File: src/hdl/iqm_pkg.sv
// Shared constants, register codes and types of the interquartile mean filter.
package iqm_pkg;

	localparam int IQM_MAX_SAMPLES = 64;

	localparam int SampleW   = 24;
	localparam int DiscardW  = 8;
	localparam int CountRegW = 7;
	localparam int CfgDataW  = 8;
	localparam int CfgIdxW   = 1;

	localparam logic [CfgIdxW-1:0] REG_DISCARD = 1'b0;
	localparam logic [CfgIdxW-1:0] REG_COUNT   = 1'b1;

	localparam logic [DiscardW-1:0]  DISCARD_RST = 8'd0;
	localparam logic [CountRegW-1:0] COUNT_RST   = 7'd16;

	typedef struct packed {
		logic q_empty;
		logic back_busy;
	} iqm_stat_t;

endpackage

File: src/hdl/interquartile_mean_filter.sv
// Top level of the interquartile mean filter: front end, command queue and back end.
// A sample is taken at a rising edge with start high and busy low. Discarded samples at
// the head of a batch are taken one per cycle at all times. A kept sample is taken
// while the sample store is free; once the last sample of a batch is in, busy stays high
// for kept samples while each stored sample is ranked against all others through the
// single read port of the store and a one-bit-per-cycle divider then forms the mean. The
// mean appears on mean, and stays there until the next result, with done high for
// exactly one cycle; the receiver cannot stall it.
module interquartile_mean_filter
	import iqm_pkg::*;
#(
	parameter int MAX_SAMPLES = IQM_MAX_SAMPLES
) (
	input  logic                      clk,
	input  logic                      arst_n,
	input  logic                      start,
	output logic                      busy,
	input  logic signed [SampleW-1:0] sample,
	input  logic                      cfg_we,
	input  logic [CfgIdxW-1:0]        cfg_index,
	input  logic [CfgDataW-1:0]       cfg_data,
	output logic                      done,
	output logic signed [SampleW-1:0] mean
);

	localparam int CW = $clog2(MAX_SAMPLES + 1);
	localparam int IW = $clog2(MAX_SAMPLES);

	iqm_stat_t          stat;
	logic               wr_en;
	logic [IW-1:0]      wr_addr;
	logic [SampleW-1:0] wr_data;
	logic               push;
	logic [CW-1:0]      push_count;
	logic               pop;
	logic [CW-1:0]      cmd_count;
	logic               q_empty;
	logic               q_full;
	logic               back_busy;

	assign stat.q_empty   = q_empty;
	assign stat.back_busy = back_busy;

	iqm_front #(
		.MAX_SAMPLES(MAX_SAMPLES)
	) u_front (
		.clk       (clk),
		.arst_n    (arst_n),
		.start     (start),
		.sample    (sample),
		.busy      (busy),
		.cfg_we    (cfg_we),
		.cfg_index (cfg_index),
		.cfg_data  (cfg_data),
		.stat      (stat),
		.wr_en     (wr_en),
		.wr_addr   (wr_addr),
		.wr_data   (wr_data),
		.push      (push),
		.push_count(push_count)
	);

	iqm_queue #(
		.W(CW)
	) u_queue (
		.clk   (clk),
		.arst_n(arst_n),
		.push  (push),
		.din   (push_count),
		.pop   (pop),
		.dout  (cmd_count),
		.empty (q_empty),
		.full  (q_full)
	);

	iqm_back #(
		.MAX_SAMPLES(MAX_SAMPLES)
	) u_back (
		.clk      (clk),
		.arst_n   (arst_n),
		.wr_en    (wr_en),
		.wr_addr  (wr_addr),
		.wr_data  (wr_data),
		.cmd_valid(!q_empty),
		.cmd_count(cmd_count),
		.pop      (pop),
		.back_busy(back_busy),
		.done     (done),
		.mean     (mean)
	);

	a_full_stalls: assert property (@(posedge clk) disable iff (!arst_n)
		q_full |-> !push)
		else $error("Batch completed while the command queue was full.");

endmodule

File: src/hdl/iqm_front.sv
// Front end: configuration registers, batch counting and sample store writes.
module iqm_front
	import iqm_pkg::*;
#(
	parameter int MAX_SAMPLES = IQM_MAX_SAMPLES
) (
	input  logic                           clk,
	input  logic                           arst_n,
	input  logic                           start,
	input  logic signed [SampleW-1:0]      sample,
	output logic                           busy,
	input  logic                           cfg_we,
	input  logic [CfgIdxW-1:0]             cfg_index,
	input  logic [CfgDataW-1:0]            cfg_data,
	input  iqm_stat_t                      stat,
	output logic                           wr_en,
	output logic [$clog2(MAX_SAMPLES)-1:0] wr_addr,
	output logic [SampleW-1:0]             wr_data,
	output logic                           push,
	output logic [$clog2(MAX_SAMPLES+1)-1:0] push_count
);

	localparam int CW   = $clog2(MAX_SAMPLES + 1);
	localparam int IW   = $clog2(MAX_SAMPLES);
	localparam int PosW = $clog2(256 + MAX_SAMPLES);

	logic [DiscardW-1:0]  discard_q;
	logic [CountRegW-1:0] count_q;
	logic [PosW-1:0]      pos_q;
	logic [DiscardW-1:0]  act_disc_q;
	logic [CW-1:0]        act_cnt_q;

	logic                 at_start;
	logic [CW-1:0]        cfg_cnt;
	logic [DiscardW-1:0]  eff_disc;
	logic [CW-1:0]        eff_cnt;
	logic                 discarding;
	logic [PosW-1:0]      k;
	logic [PosW-1:0]      kc;
	logic                 last;
	logic                 accept;

	always_comb begin
		at_start = (pos_q == '0);
		if (count_q == '0) begin
			cfg_cnt = CW'(1);
		end else if (int'(count_q) > MAX_SAMPLES) begin
			cfg_cnt = CW'(MAX_SAMPLES);
		end else begin
			cfg_cnt = CW'(count_q);
		end
		eff_disc   = at_start ? discard_q : act_disc_q;
		eff_cnt    = at_start ? cfg_cnt : act_cnt_q;
		discarding = (pos_q < PosW'(eff_disc));
		k          = pos_q - PosW'(eff_disc);
		kc         = (k >= PosW'(eff_cnt)) ? PosW'(eff_cnt - CW'(1)) : k;
		last       = (k >= PosW'(eff_cnt - CW'(1)));
		busy       = !discarding && !(stat.q_empty && !stat.back_busy);
		accept     = start && !busy;
	end

	assign wr_en      = accept && !discarding;
	assign wr_addr    = kc[IW-1:0];
	assign wr_data    = sample;
	assign push       = accept && !discarding && last;
	assign push_count = eff_cnt;

	always_ff @(posedge clk or negedge arst_n) begin
		if (!arst_n) begin
			discard_q  <= DISCARD_RST;
			count_q    <= COUNT_RST;
			pos_q      <= '0;
			act_disc_q <= DISCARD_RST;
			act_cnt_q  <= CW'(COUNT_RST);
		end else begin
			if (cfg_we) begin
				case (cfg_index)
					REG_DISCARD: discard_q <= cfg_data;
					REG_COUNT:   count_q   <= cfg_data[CountRegW-1:0];
					default:     discard_q <= discard_q;
				endcase
			end
			if (accept) begin
				if (at_start) begin
					act_disc_q <= discard_q;
					act_cnt_q  <= cfg_cnt;
				end
				if (!discarding && last) begin
					pos_q <= '0;
				end else begin
					pos_q <= pos_q + PosW'(1);
				end
			end
		end
	end

endmodule

File: src/hdl/iqm_queue.sv
// Two-entry queue of batch commands between the front end and the back end.
module iqm_queue #(
	parameter int W = 7
) (
	input  logic         clk,
	input  logic         arst_n,
	input  logic         push,
	input  logic [W-1:0] din,
	input  logic         pop,
	output logic [W-1:0] dout,
	output logic         empty,
	output logic         full
);

	logic [W-1:0] data_q [2];
	logic         wp_q;
	logic         rp_q;
	logic [1:0]   cnt_q;

	assign dout  = data_q[rp_q];
	assign empty = (cnt_q == 2'd0);
	assign full  = (cnt_q == 2'd2);

	always_ff @(posedge clk) begin
		if (push) begin
			data_q[wp_q] <= din;
		end
	end

	always_ff @(posedge clk or negedge arst_n) begin
		if (!arst_n) begin
			wp_q  <= 1'b0;
			rp_q  <= 1'b0;
			cnt_q <= 2'd0;
		end else begin
			if (push) begin
				wp_q <= ~wp_q;
			end
			if (pop) begin
				rp_q <= ~rp_q;
			end
			cnt_q <= cnt_q + 2'(push) - 2'(pop);
		end
	end

	a_no_overflow: assert property (@(posedge clk) disable iff (!arst_n)
		push |-> !full || pop)
		else $error("Command pushed into a full queue.");

	a_no_underflow: assert property (@(posedge clk) disable iff (!arst_n)
		pop |-> !empty)
		else $error("Command popped from an empty queue.");

endmodule

File: src/hdl/iqm_back.sv
// Back end: sample store, rank-based middle-half sum and signed divider.
module iqm_back
	import iqm_pkg::*;
#(
	parameter int MAX_SAMPLES = IQM_MAX_SAMPLES
) (
	input  logic                             clk,
	input  logic                             arst_n,
	input  logic                             wr_en,
	input  logic [$clog2(MAX_SAMPLES)-1:0]   wr_addr,
	input  logic [SampleW-1:0]               wr_data,
	input  logic                             cmd_valid,
	input  logic [$clog2(MAX_SAMPLES+1)-1:0] cmd_count,
	output logic                             pop,
	output logic                             back_busy,
	output logic                             done,
	output logic signed [SampleW-1:0]        mean
);

	localparam int CW      = $clog2(MAX_SAMPLES + 1);
	localparam int IW      = $clog2(MAX_SAMPLES);
	localparam int AccW    = SampleW + $clog2(MAX_SAMPLES);
	localparam int DivCntW = $clog2(AccW);

	typedef enum logic [2:0] {
		S_IDLE,
		S_KEY,
		S_KEYW,
		S_SCAN,
		S_ACC,
		S_PREP,
		S_DIV,
		S_FIN
	} state_t;

	state_t                    state_q;
	logic [SampleW-1:0]        store_q [MAX_SAMPLES];
	logic signed [SampleW-1:0] rd_data_q;
	logic [IW-1:0]             rd_addr;
	logic [CW-1:0]             n_q;
	logic [CW-1:0]             lo_q;
	logic [CW-1:0]             hi_q;
	logic [CW-1:0]             m_q;
	logic [CW-1:0]             i_q;
	logic [CW-1:0]             j_q;
	logic [CW-1:0]             jd_q;
	logic [CW-1:0]             rank_q;
	logic signed [SampleW-1:0] key_q;
	logic signed [AccW-1:0]    acc_q;
	logic [AccW-1:0]           dvd_q;
	logic [CW-1:0]             rem_q;
	logic                      neg_q;
	logic [DivCntW-1:0]        dcnt_q;
	logic signed [SampleW-1:0] mean_q;
	logic                      done_q;

	logic [CW-1:0]             lo_c;
	logic                      less;
	logic [AccW-1:0]           acc_abs;
	logic [CW:0]               rem_sh;
	logic                      ge;
	logic [CW:0]               rem_sub;
	logic [SampleW-1:0]        quo;

	always_comb begin
		lo_c    = cmd_count >> 2;
		less    = (rd_data_q < key_q) || ((rd_data_q == key_q) && (jd_q < i_q));
		acc_abs = acc_q[AccW-1] ? AccW'(-acc_q) : AccW'(acc_q);
		rem_sh  = {rem_q, dvd_q[AccW-1]};
		ge      = (rem_sh >= {1'b0, m_q});
		rem_sub = rem_sh - {1'b0, m_q};
		quo     = dvd_q[SampleW-1:0];
		case (state_q)
			S_KEY:   rd_addr = i_q[IW-1:0];
			S_SCAN:  rd_addr = j_q[IW-1:0];
			default: rd_addr = '0;
		endcase
	end

	assign pop       = (state_q == S_IDLE) && cmd_valid;
	assign back_busy = (state_q != S_IDLE);
	assign done      = done_q;
	assign mean      = mean_q;

	always_ff @(posedge clk) begin
		if (wr_en) begin
			store_q[wr_addr] <= wr_data;
		end
		rd_data_q <= store_q[rd_addr];
	end

	always_ff @(posedge clk or negedge arst_n) begin
		if (!arst_n) begin
			state_q <= S_IDLE;
			done_q  <= 1'b0;
		end else begin
			done_q <= 1'b0;
			case (state_q)
				S_IDLE: begin
					if (cmd_valid) begin
						n_q     <= cmd_count;
						lo_q    <= lo_c;
						hi_q    <= cmd_count - lo_c;
						m_q     <= cmd_count - (lo_c << 1);
						i_q     <= '0;
						acc_q   <= '0;
						state_q <= S_KEY;
					end
				end
				S_KEY: begin
					state_q <= S_KEYW;
				end
				S_KEYW: begin
					key_q   <= rd_data_q;
					rank_q  <= '0;
					jd_q    <= '0;
					j_q     <= CW'(1);
					state_q <= S_SCAN;
				end
				S_SCAN: begin
					rank_q <= rank_q + CW'(less);
					jd_q   <= j_q;
					j_q    <= j_q + CW'(1);
					if (jd_q == n_q - CW'(1)) begin
						state_q <= S_ACC;
					end
				end
				S_ACC: begin
					if ((rank_q >= lo_q) && (rank_q < hi_q)) begin
						acc_q <= acc_q + AccW'(key_q);
					end
					if (i_q == n_q - CW'(1)) begin
						state_q <= S_PREP;
					end else begin
						i_q     <= i_q + CW'(1);
						state_q <= S_KEY;
					end
				end
				S_PREP: begin
					neg_q   <= acc_q[AccW-1];
					dvd_q   <= acc_abs;
					rem_q   <= '0;
					dcnt_q  <= '0;
					state_q <= S_DIV;
				end
				S_DIV: begin
					rem_q  <= ge ? rem_sub[CW-1:0] : rem_sh[CW-1:0];
					dvd_q  <= {dvd_q[AccW-2:0], ge};
					dcnt_q <= dcnt_q + DivCntW'(1);
					if (dcnt_q == DivCntW'(AccW - 1)) begin
						state_q <= S_FIN;
					end
				end
				S_FIN: begin
					mean_q  <= neg_q ? -quo : quo;
					done_q  <= 1'b1;
					state_q <= S_IDLE;
				end
				default: begin
					state_q <= S_IDLE;
				end
			endcase
		end
	end

	a_store_quiet: assert property (@(posedge clk) disable iff (!arst_n)
		wr_en |-> state_q == S_IDLE)
		else $error("Sample store written while a batch is being ranked.");

	a_scan_bound: assert property (@(posedge clk) disable iff (!arst_n)
		state_q == S_SCAN |-> jd_q < n_q)
		else $error("Rank scan ran past the batch size.");

	a_done_after_div: assert property (@(posedge clk) disable iff (!arst_n)
		done_q |-> $past(state_q == S_FIN))
		else $error("Mean strobed without a finished division.");

endmodule
File: config.mk
export PLATFORM = sky130hd
export DESIGN_NAME = interquartile_mean_filter
export DESIGN_NICKNAME = d
export VERILOG_FILES = /design/src/hdl/iqm_pkg.sv /design/src/hdl/interquartile_mean_filter.sv /design/src/hdl/iqm_front.sv /design/src/hdl/iqm_queue.sv /design/src/hdl/iqm_back.sv
export SDC_FILE = /design/constraint.sdc
export NUM_CORES = 2
export LEC_CHECK = 0
export BUFFER_PORTS_ARGS = -buffer_cell sky130_fd_sc_hd__buf_2
export CELL_PAD_IN_SITES_DETAIL_PLACEMENT = 1
export CELL_PAD_IN_SITES_GLOBAL_PLACEMENT = 1
export CORE_MARGIN = 2
export CORE_UTILIZATION = 35
export CTS_CLUSTER_SIZE = 14
export DETAILED_ROUTE_END_ITERATION = 8
export MAX_ROUTING_LAYER = met4
export PLACE_DENSITY_LB_ADDON = 0.1
export SYNTH_ARGS = -nofsm -noshare
export SYNTH_HDL_FRONTEND = slang
export SYNTH_SLANG_ARGS = --single-unit
export TNS_END_PERCENT = 10
File: constraint.sdc
create_clock -name clk -period 12.84 [get_ports clk]
set_input_delay 3.21 -clock clk [delete_from_list [all_inputs] [get_ports clk]]
set_output_delay 3.21 -clock clk [all_outputs]
set_load 0.005 [all_outputs]
# Word level (Yosys, flattened, before mapping)

Memories as Yosys holds them, arrays and structs flattened. A register that Yosys moved wholly into a read port is not among the register bits.
Index checks and enable logic that the tools add are counted.

Register bits after elaboration: 222
Latch bits: 0
RAM bits: 1550
Bits in read-only memories: 0
Output and inout bits: 26
Memories: 2

Memory list:

| name           | words | bits a word | read ports | clocked after memory_dff | write ports | RTL line        | RTL |
|---|---|---|---|---|---|---|---|
| u_back.store_q | 64    | 24          | 1          | 1                        | 1           | iqm_back.sv:37  | `logic [SampleW-1:0] store_q [MAX_SAMPLES];` |
| u_queue.data_q | 2     | 7           | 1          | 0                        | 1           | iqm_queue.sv:15 | `logic [W-1:0] data_q [2];` |

Add/subtract/negate cells: 16
$mul: 0
Divide/modulo/power cells: 0
Magnitude comparators: 9
Equality and inequality tests: 16
Shifts and indexed selects: 0
Muxes and demuxes: 32
Bitwise logic cells: 4
Reductions and logical operators: 34

Operator list:

| kind                                                           | number |
|---|---|
| 30-bit one-hot mux with 2 select lines                         | 2 |
| 30-bit 2-to-1 mux                                              | 3 |
| 7-bit one-hot mux with 2 select lines                          | 5 |
| 7-bit 2-to-1 mux                                               | 6 |
| 30-bit by 24-bit adder with 30-bit output                      | 1 |
| 30-bit negation                                                | 1 |
| 24-bit equality test                                           | 1 |
| 24-bit < comparator                                            | 1 |
| 24-bit 2-to-1 mux                                              | 1 |
| 24-bit negation                                                | 1 |
| 3-bit one-hot mux with 8 select lines                          | 1 |
| 7-bit by 1-bit adder with 7-bit output (second input constant) | 2 |
| 7-bit equality test                                            | 2 |
| 7-bit < comparator                                             | 2 |
| 2-bit AND reduction                                            | 7 |
| 3-bit equality test (second input constant)                    | 4 |
| 3-bit 2-to-1 mux                                               | 4 |
| 6-bit one-hot mux with 2 select lines                          | 1 |
| 5-bit one-hot mux with 2 select lines                          | 1 |
| 9-bit by 1-bit adder with 9-bit output (second input constant) | 1 |
| 9-bit by 7-bit greater-or-equal comparator with 1-bit output   | 1 |
| 9-bit greater-or-equal comparator                              | 1 |
| 1-bit logical AND                                              | 9 |
| 9-bit zero test                                                | 1 |
| 33 further kinds                                               | 52 |

# Longest topological paths before layout

Depth after elaboration: 11
Depth in mapped cells: 22
Mapped depth without buffers: 20

# By module

Synthesis repeated with hierarchy kept, for this count alone.

Cell total of the unflattened synthesis: 5778
Area, all modules: 74800.5 um^2

Modules (own cells, without submodules):

| module                    | instances | cells an instance | area an instance (um^2) | sequential area each (um^2) |
|---|---|---|---|---|
| iqm_back                  | 1         | 5403              | 71038.1                 | 51779.7 |
| iqm_front                 | 1         | 337               | 3025.4                  | 978.4 |
| iqm_queue                 | 1         | 37                | 733.2                   | 520.5 |
| interquartile_mean_filter | 1         | 1                 | 3.8                     | 0.0 |

# Worst setup path before layout

OpenSTA, ideal clock, no wires.

Path kind: register to register
From: reg u_front.pos_q[1]
To: mem u_back.store_q[10][0], enable pin
Data arrival time: 6.521 ns
Setup slack: 5.884 ns
Cell stages (with the launch flop): 22
Buffers on the path: 2
Period minus slack after synthesis: 6.956 ns
Cells stage by stage: dfrtp_1 -> inv_1 -> ha_1 -> or4b_4 -> nor2_2 -> buf_4 -> mux2i_1 -> ha_1 -> a21oi_1 -> nand2_1 -> a32o_2 -> o22a_1 -> xnor2_1 -> inv_1 -> ha_1 -> a21o_1 -> a31o_2 -> a21oi_1 -> o211ai_4 -> buf_12 -> mux2_4 -> nor3_1

Cells in the longest elaborated chain, start to end: 10
Elaborated cells on any way between the ends: 15
Those cells by class: 2 x add/sub; 2 x order compare; 5 x mux; 6 x reduce/logical

RTL lines:

| what                                                                                 | RTL line        | RTL |
|---|---|---|
| start: declaration                                                                   | iqm_front.sv:29 | `logic [PosW-1:0] pos_q;` |
| start signal: assignment                                                             | iqm_front.sv:91 | `pos_q <= pos_q + PosW'(1);` |
| branches (longest 10 deep; another with 9-bit by 8-bit subtractor with 9-bit output) | n/a             |  |
| end: declaration                                                                     | iqm_back.sv:37  |  |

Parallel ways; which one is timed is not known.

# Final worst setup path

From: reg u_front.pos_q[1]
To: out busy

Cells in the longest elaborated chain, start to end: 5

RTL lines:

| what                                            | RTL line                        | RTL |
|---|---|---|
| 9-bit zero test                                 | iqm_front.sv:44                 | `at_start = (pos_q == '0);` |
| 8-bit 2-to-1 mux                                | iqm_front.sv:52                 | `eff_disc = at_start ? discard_q : act_disc_q;` |
| 9-bit by 8-bit < comparator with 1-bit output * | iqm_front.sv:54                 | `discarding = (pos_q < PosW'(eff_disc));` |
| 1-bit zero test *                               | iqm_front.sv:58                 | `busy = !discarding && !(stat.q_empty && !stat.back_busy);` |
| 1-bit logical AND *                             | iqm_front.sv:58                 |  |
| end: declaration                                | interquartile_mean_filter.sv:17 | `output logic busy,` |

Mark *: on every way between the ends. The rest lies on a longest branch, timed or not.

==> impl_results.md <==
- Status: completed
- Die width: roughly 470 um
- Routed Wire Length: around 260000 um
- Nets@finish: approximately 6200
- Tcrit/Tclk final: 0.628
- Routed vias/inst: 5.48
- CP Max Fanout: 11
- DR pass1 iterations: 5
- Finished Layout Cells: 9064
- Fin. Hold Viols: 0
- Fin crit period: ~8.1 ns
- Antenna violation net count after detailed routing: 0
- Fillers: about 23000
- Resized Gates After CTS: 0
- DP HPWL: 157000 um
- Starting density of the core: 0.352
- Die ar.: roughly 220000 um2
- Maximum Capacitance Violations: 0
- Syn Std Cell Area: 76300 um2
- Clock transition at path regs: ~0.06 ns
- Area Overhead vs Synth: 13.7%
- Crit-path slowest cell: nor2_2
- First-pass GRT wire length: around 370000 um
- Final core utilization: 0.400
- Prevailing post-synth register cell: edfxtp_1
- Core ar.: between 200000 and 250000 um2
- GP Congestion: ~0.83
- Largest net degree at the start of global routing: roughly 140
- Cells after synthesis: about 6000
- Setup crit end kind: output pin
- DRC Markers: 0
- Endpoints failing setup: 0
- Via count: 49709
- Mean routed wirelength per cell: roughly 28 um
- Rows: 171
- Num CTS Buffers: between 200 and 250
- Initial antenna violation count: 8
- Req. time, crit path: a little under 10 ns
- Synthesis Warnings: 0
- Syn nets: 6183
- Yosys cell types: 91
- VDD IR max: approximately 0.18 mV
- Async set-or-reset flop fraction in the synthesized netlist: 0.0263
- PD cells: 238 nW/um2
- Max layer used: met4
- Met3 wire len: roughly 11000 um
- Hold WC Path Type: flip-flop to flip-flop
- Total GRT Usage: 0.234
- Share of post-route cells with drive strength above 1: 0.103
- Sequential area share after synthesis: 0.698
- Worst path max stage delay: 0.56 ns
- Post-synth EDFFs: 1719
- #FFs+latches synth: 1790
- IO Port Bufs: 62
- Bufs on Longest Clock Path: 3
- Lkg Pwr: between 30 and 40 nW
- IO Count: 63
- Slew @ Worst Pin: about 1.2 ns
- Crit path kind: flip-flop to output pin
- Post-CTS Setup Inserts: 0
- Cts hold-fix bufs: 0
- Iter 0 DRT Violations: approximately 4700
- Worst clock skew: roughly 0.038 ns
- Leading area contributor after synthesis: edfxtp_1
- WL met2: between 100000 and 150000 um
- Remaining global-route overflow: 0
- Vias in the first global route: 49934
- Final TNS setup: 0 ns
- Dominant cells by area after synthesis: edfxtp_1 68%, nand2_1 6.9%, nand3_1 4.6%, a311oi_1 3.0%, ha_1 2.0%
- CP cell instances: inv_1, ha_1, or4b_4, nor2_2, mux2i_1, ha_1, a21oi_1, nand2_1, a32o_2, o2111ai_1, a21o_1, inv_1, buf_2
- Top cell type's share of synthesized area: 0.676
- RSZ-0062 raised after global routing: false
- CTS H-tree lvls: 4
- Met1 Wirelength: ~120000 um
- CP Data Arrival Time: 4.85 ns
- Chip height: 471 um
- Sinks on Clock Net: 1790
- Syn Area/Cell: 12.7 um2
- CTS tree: done
- Startpoint type of the worst setup path: flip-flop
- Max transition margin: 0.182
- Clock Latency Late Sink: roughly 0.84 ns
- Placed cell count: between 8000 and 9000
- Total power: ~21 mW
- CTS Root Cell: clkbuf_16
- Fmax: around 120 MHz
- Max-slew violation count: 0
-- synth_stat cells, drive strengths merged, types with 5 or more instances --
cell and n:
o31a 5, ha 123, xor2 55, nand2b 20, fa 5, a21o 34, nand2 1403, a211oi 152
and3 139, a31oi 53, nor2 136, o41ai 8, a21oi 138, buf 55, edfxtp 1719, o21a 13
a311oi 264, nor3 86, clkbuf 330, xnor2 80, nand3 702, mux2i 35, mux2 25, dfxtp 24
nand3b 7, nor2b 21, a21boi 7, or4 7, or3 10, inv 110, nand4 13, nor4 15
or2 7, dfrtp 45, o21ai 89, and2 20, o31ai 14, nor3b 6
-- state kept, by name (all words and copies together) (netlist names), 7 cells and up --
| signal | flops |
|---|---|
| u_back.rank_q | 7 |
| u_back.jd_q | 7 |
| u_back.m_q | 7 |
| u_back.i_q | 7 |
| u_back.mean | 24 |
| u_back.hi_q | 7 |
| u_back.dvd_q | 30 |
| u_queue.data_q | 14 |
| u_front.discard_q | 8 |
| u_front.act_cnt_q | 7 |
| u_front.pos_q | 9 |
| u_back.store_q | 1536 |
| u_back.key_q | 24 |
| u_back.rem_q | 7 |
| u_back.acc_q | 30 |
| u_front.count_q | 7 |
| u_back.rd_data_q | 24 |
| u_front.act_disc_q | 8 |
| u_back.j_q | 7 |
-- worst max-delay path: cells and delay by family (launching register included) --
kind / cells / cell delay [ns]
AND/OR/NAND/NOR: 3 / 1.19
AO/OA/AOI/OAI: 4 / 1.16
adder cells (fa/ha/maj): 2 / 0.51
flip-flops: 1 / 0.45
buffers and inverters: 3 / 0.39
multiplexers: 1 / 0.33
-- worst paths after layout --
path,cells past startpoint,startpoint,slack (ns),to
max,13,u_front.pos_q[1],4.78,busy
min,1,u_queue.cnt_q[1],0.47,u_queue.cnt_q[1]
max reg2reg,22,u_front.pos_q[1],5.34,u_back.store_q[56][19]
min reg2reg,1,u_queue.cnt_q[1],0.47,u_queue.cnt_q[1]
max in group asynchronous,2,arst_n,9.64,u_front.pos_q[3]
min in group asynchronous,1,arst_n,2.29,u_queue.cnt_q[1]
-- power by group --
part | internal, mW | switching, mW | total, mW
clock | 3.24 | 2.38 | 5.62
combinational | 2.12 | 5.96 | 8.08
sequential | 6.68 | 0.248 | 6.92
-- cell usage in the layout (no fill, tap or decap), drive strengths merged, types with 8 or more instances in the layout --
| cell | netlist | layout |
|---|---|---|
| xor2 | 55 | 55 |
| edfxtp | 1719 | 1719 |
| o21ai | 89 | 89 |
| a21oi | 138 | 138 |
| or3 | 10 | 10 |
| nand2 | 1403 | 1403 |
| a311oi | 264 | 264 |
| nor2b | 21 | 21 |
| a21o | 34 | 34 |
| ha | 123 | 123 |
| buf | 55 | 201 |
| o41ai | 8 | 8 |
| a31oi | 53 | 53 |
| and3 | 139 | 139 |
| nand4 | 13 | 13 |
| a211oi | 152 | 152 |
| and2 | 20 | 20 |
| clkbuf | 330 | 287 |
| inv | 110 | 116 |
| mux2i | 35 | 35 |
| nor2 | 136 | 136 |
| clkinv | 0 | 62 |
| o21a | 13 | 13 |
| nor3 | 86 | 86 |
| o31ai | 14 | 14 |
| nor4 | 15 | 15 |
| nand2b | 20 | 20 |
| mux2 | 25 | 25 |
| dfrtp | 45 | 45 |
| dfxtp | 24 | 24 |
| diode | 0 | 10 |
| nand3 | 702 | 702 |
| xnor2 | 80 | 80 |
-- cell type report --
type                       count  area [um2]  area share
sequential                  1790       53300       0.614
multi-input combinational   3733       21700       0.250
clock buffer                 287        5740      0.0661
tap                         2854        3570      0.0411
timing repair buffer         201        1480      0.0171
clock inverter                79         616     0.00709
inverter                     110         413     0.00476
antenna                       10        25.0    0.000288
-- metrics by stage --
step / area (um2) / worst slack, ns / hold WS, ns
6_report: 86800 / 4.78 / 0.470
5_1_grt: 86800 / 4.40 / 0.476
4_1_cts: 86800 / 4.68 / 0.472
3_5_place_dp: 80400 / 5.41 / 0.458
3_3_place_gp: 80400 / 5.41 / 0.452
2_1_floorplan: 76300 / 5.88 / 0.408
-- cells by family (layout without fill, tap and decap cells) --
logic type	after synthesis	in the layout	synth area share
and+or+nand+nor	2602	2602	0.153
DFF	1790	1790	0.698
xor gates and xnor gates	135	135	0.0159
other	0	10	0
AOI/OAI and AO/OA	808	808	0.0773
muxes	60	60	0.00956
buffers and inverters	495	677	0.0248
adders and majority gates	128	128	0.0215
-- layer usage --
layer	vias to the layer above	global-route usage
met5	-	-
met4	0	0.0538
met3	287	0.0292
met2	1034	0.363
met1	25901	0.330
li1	22487	-
(Power assumes the default switching activity.)
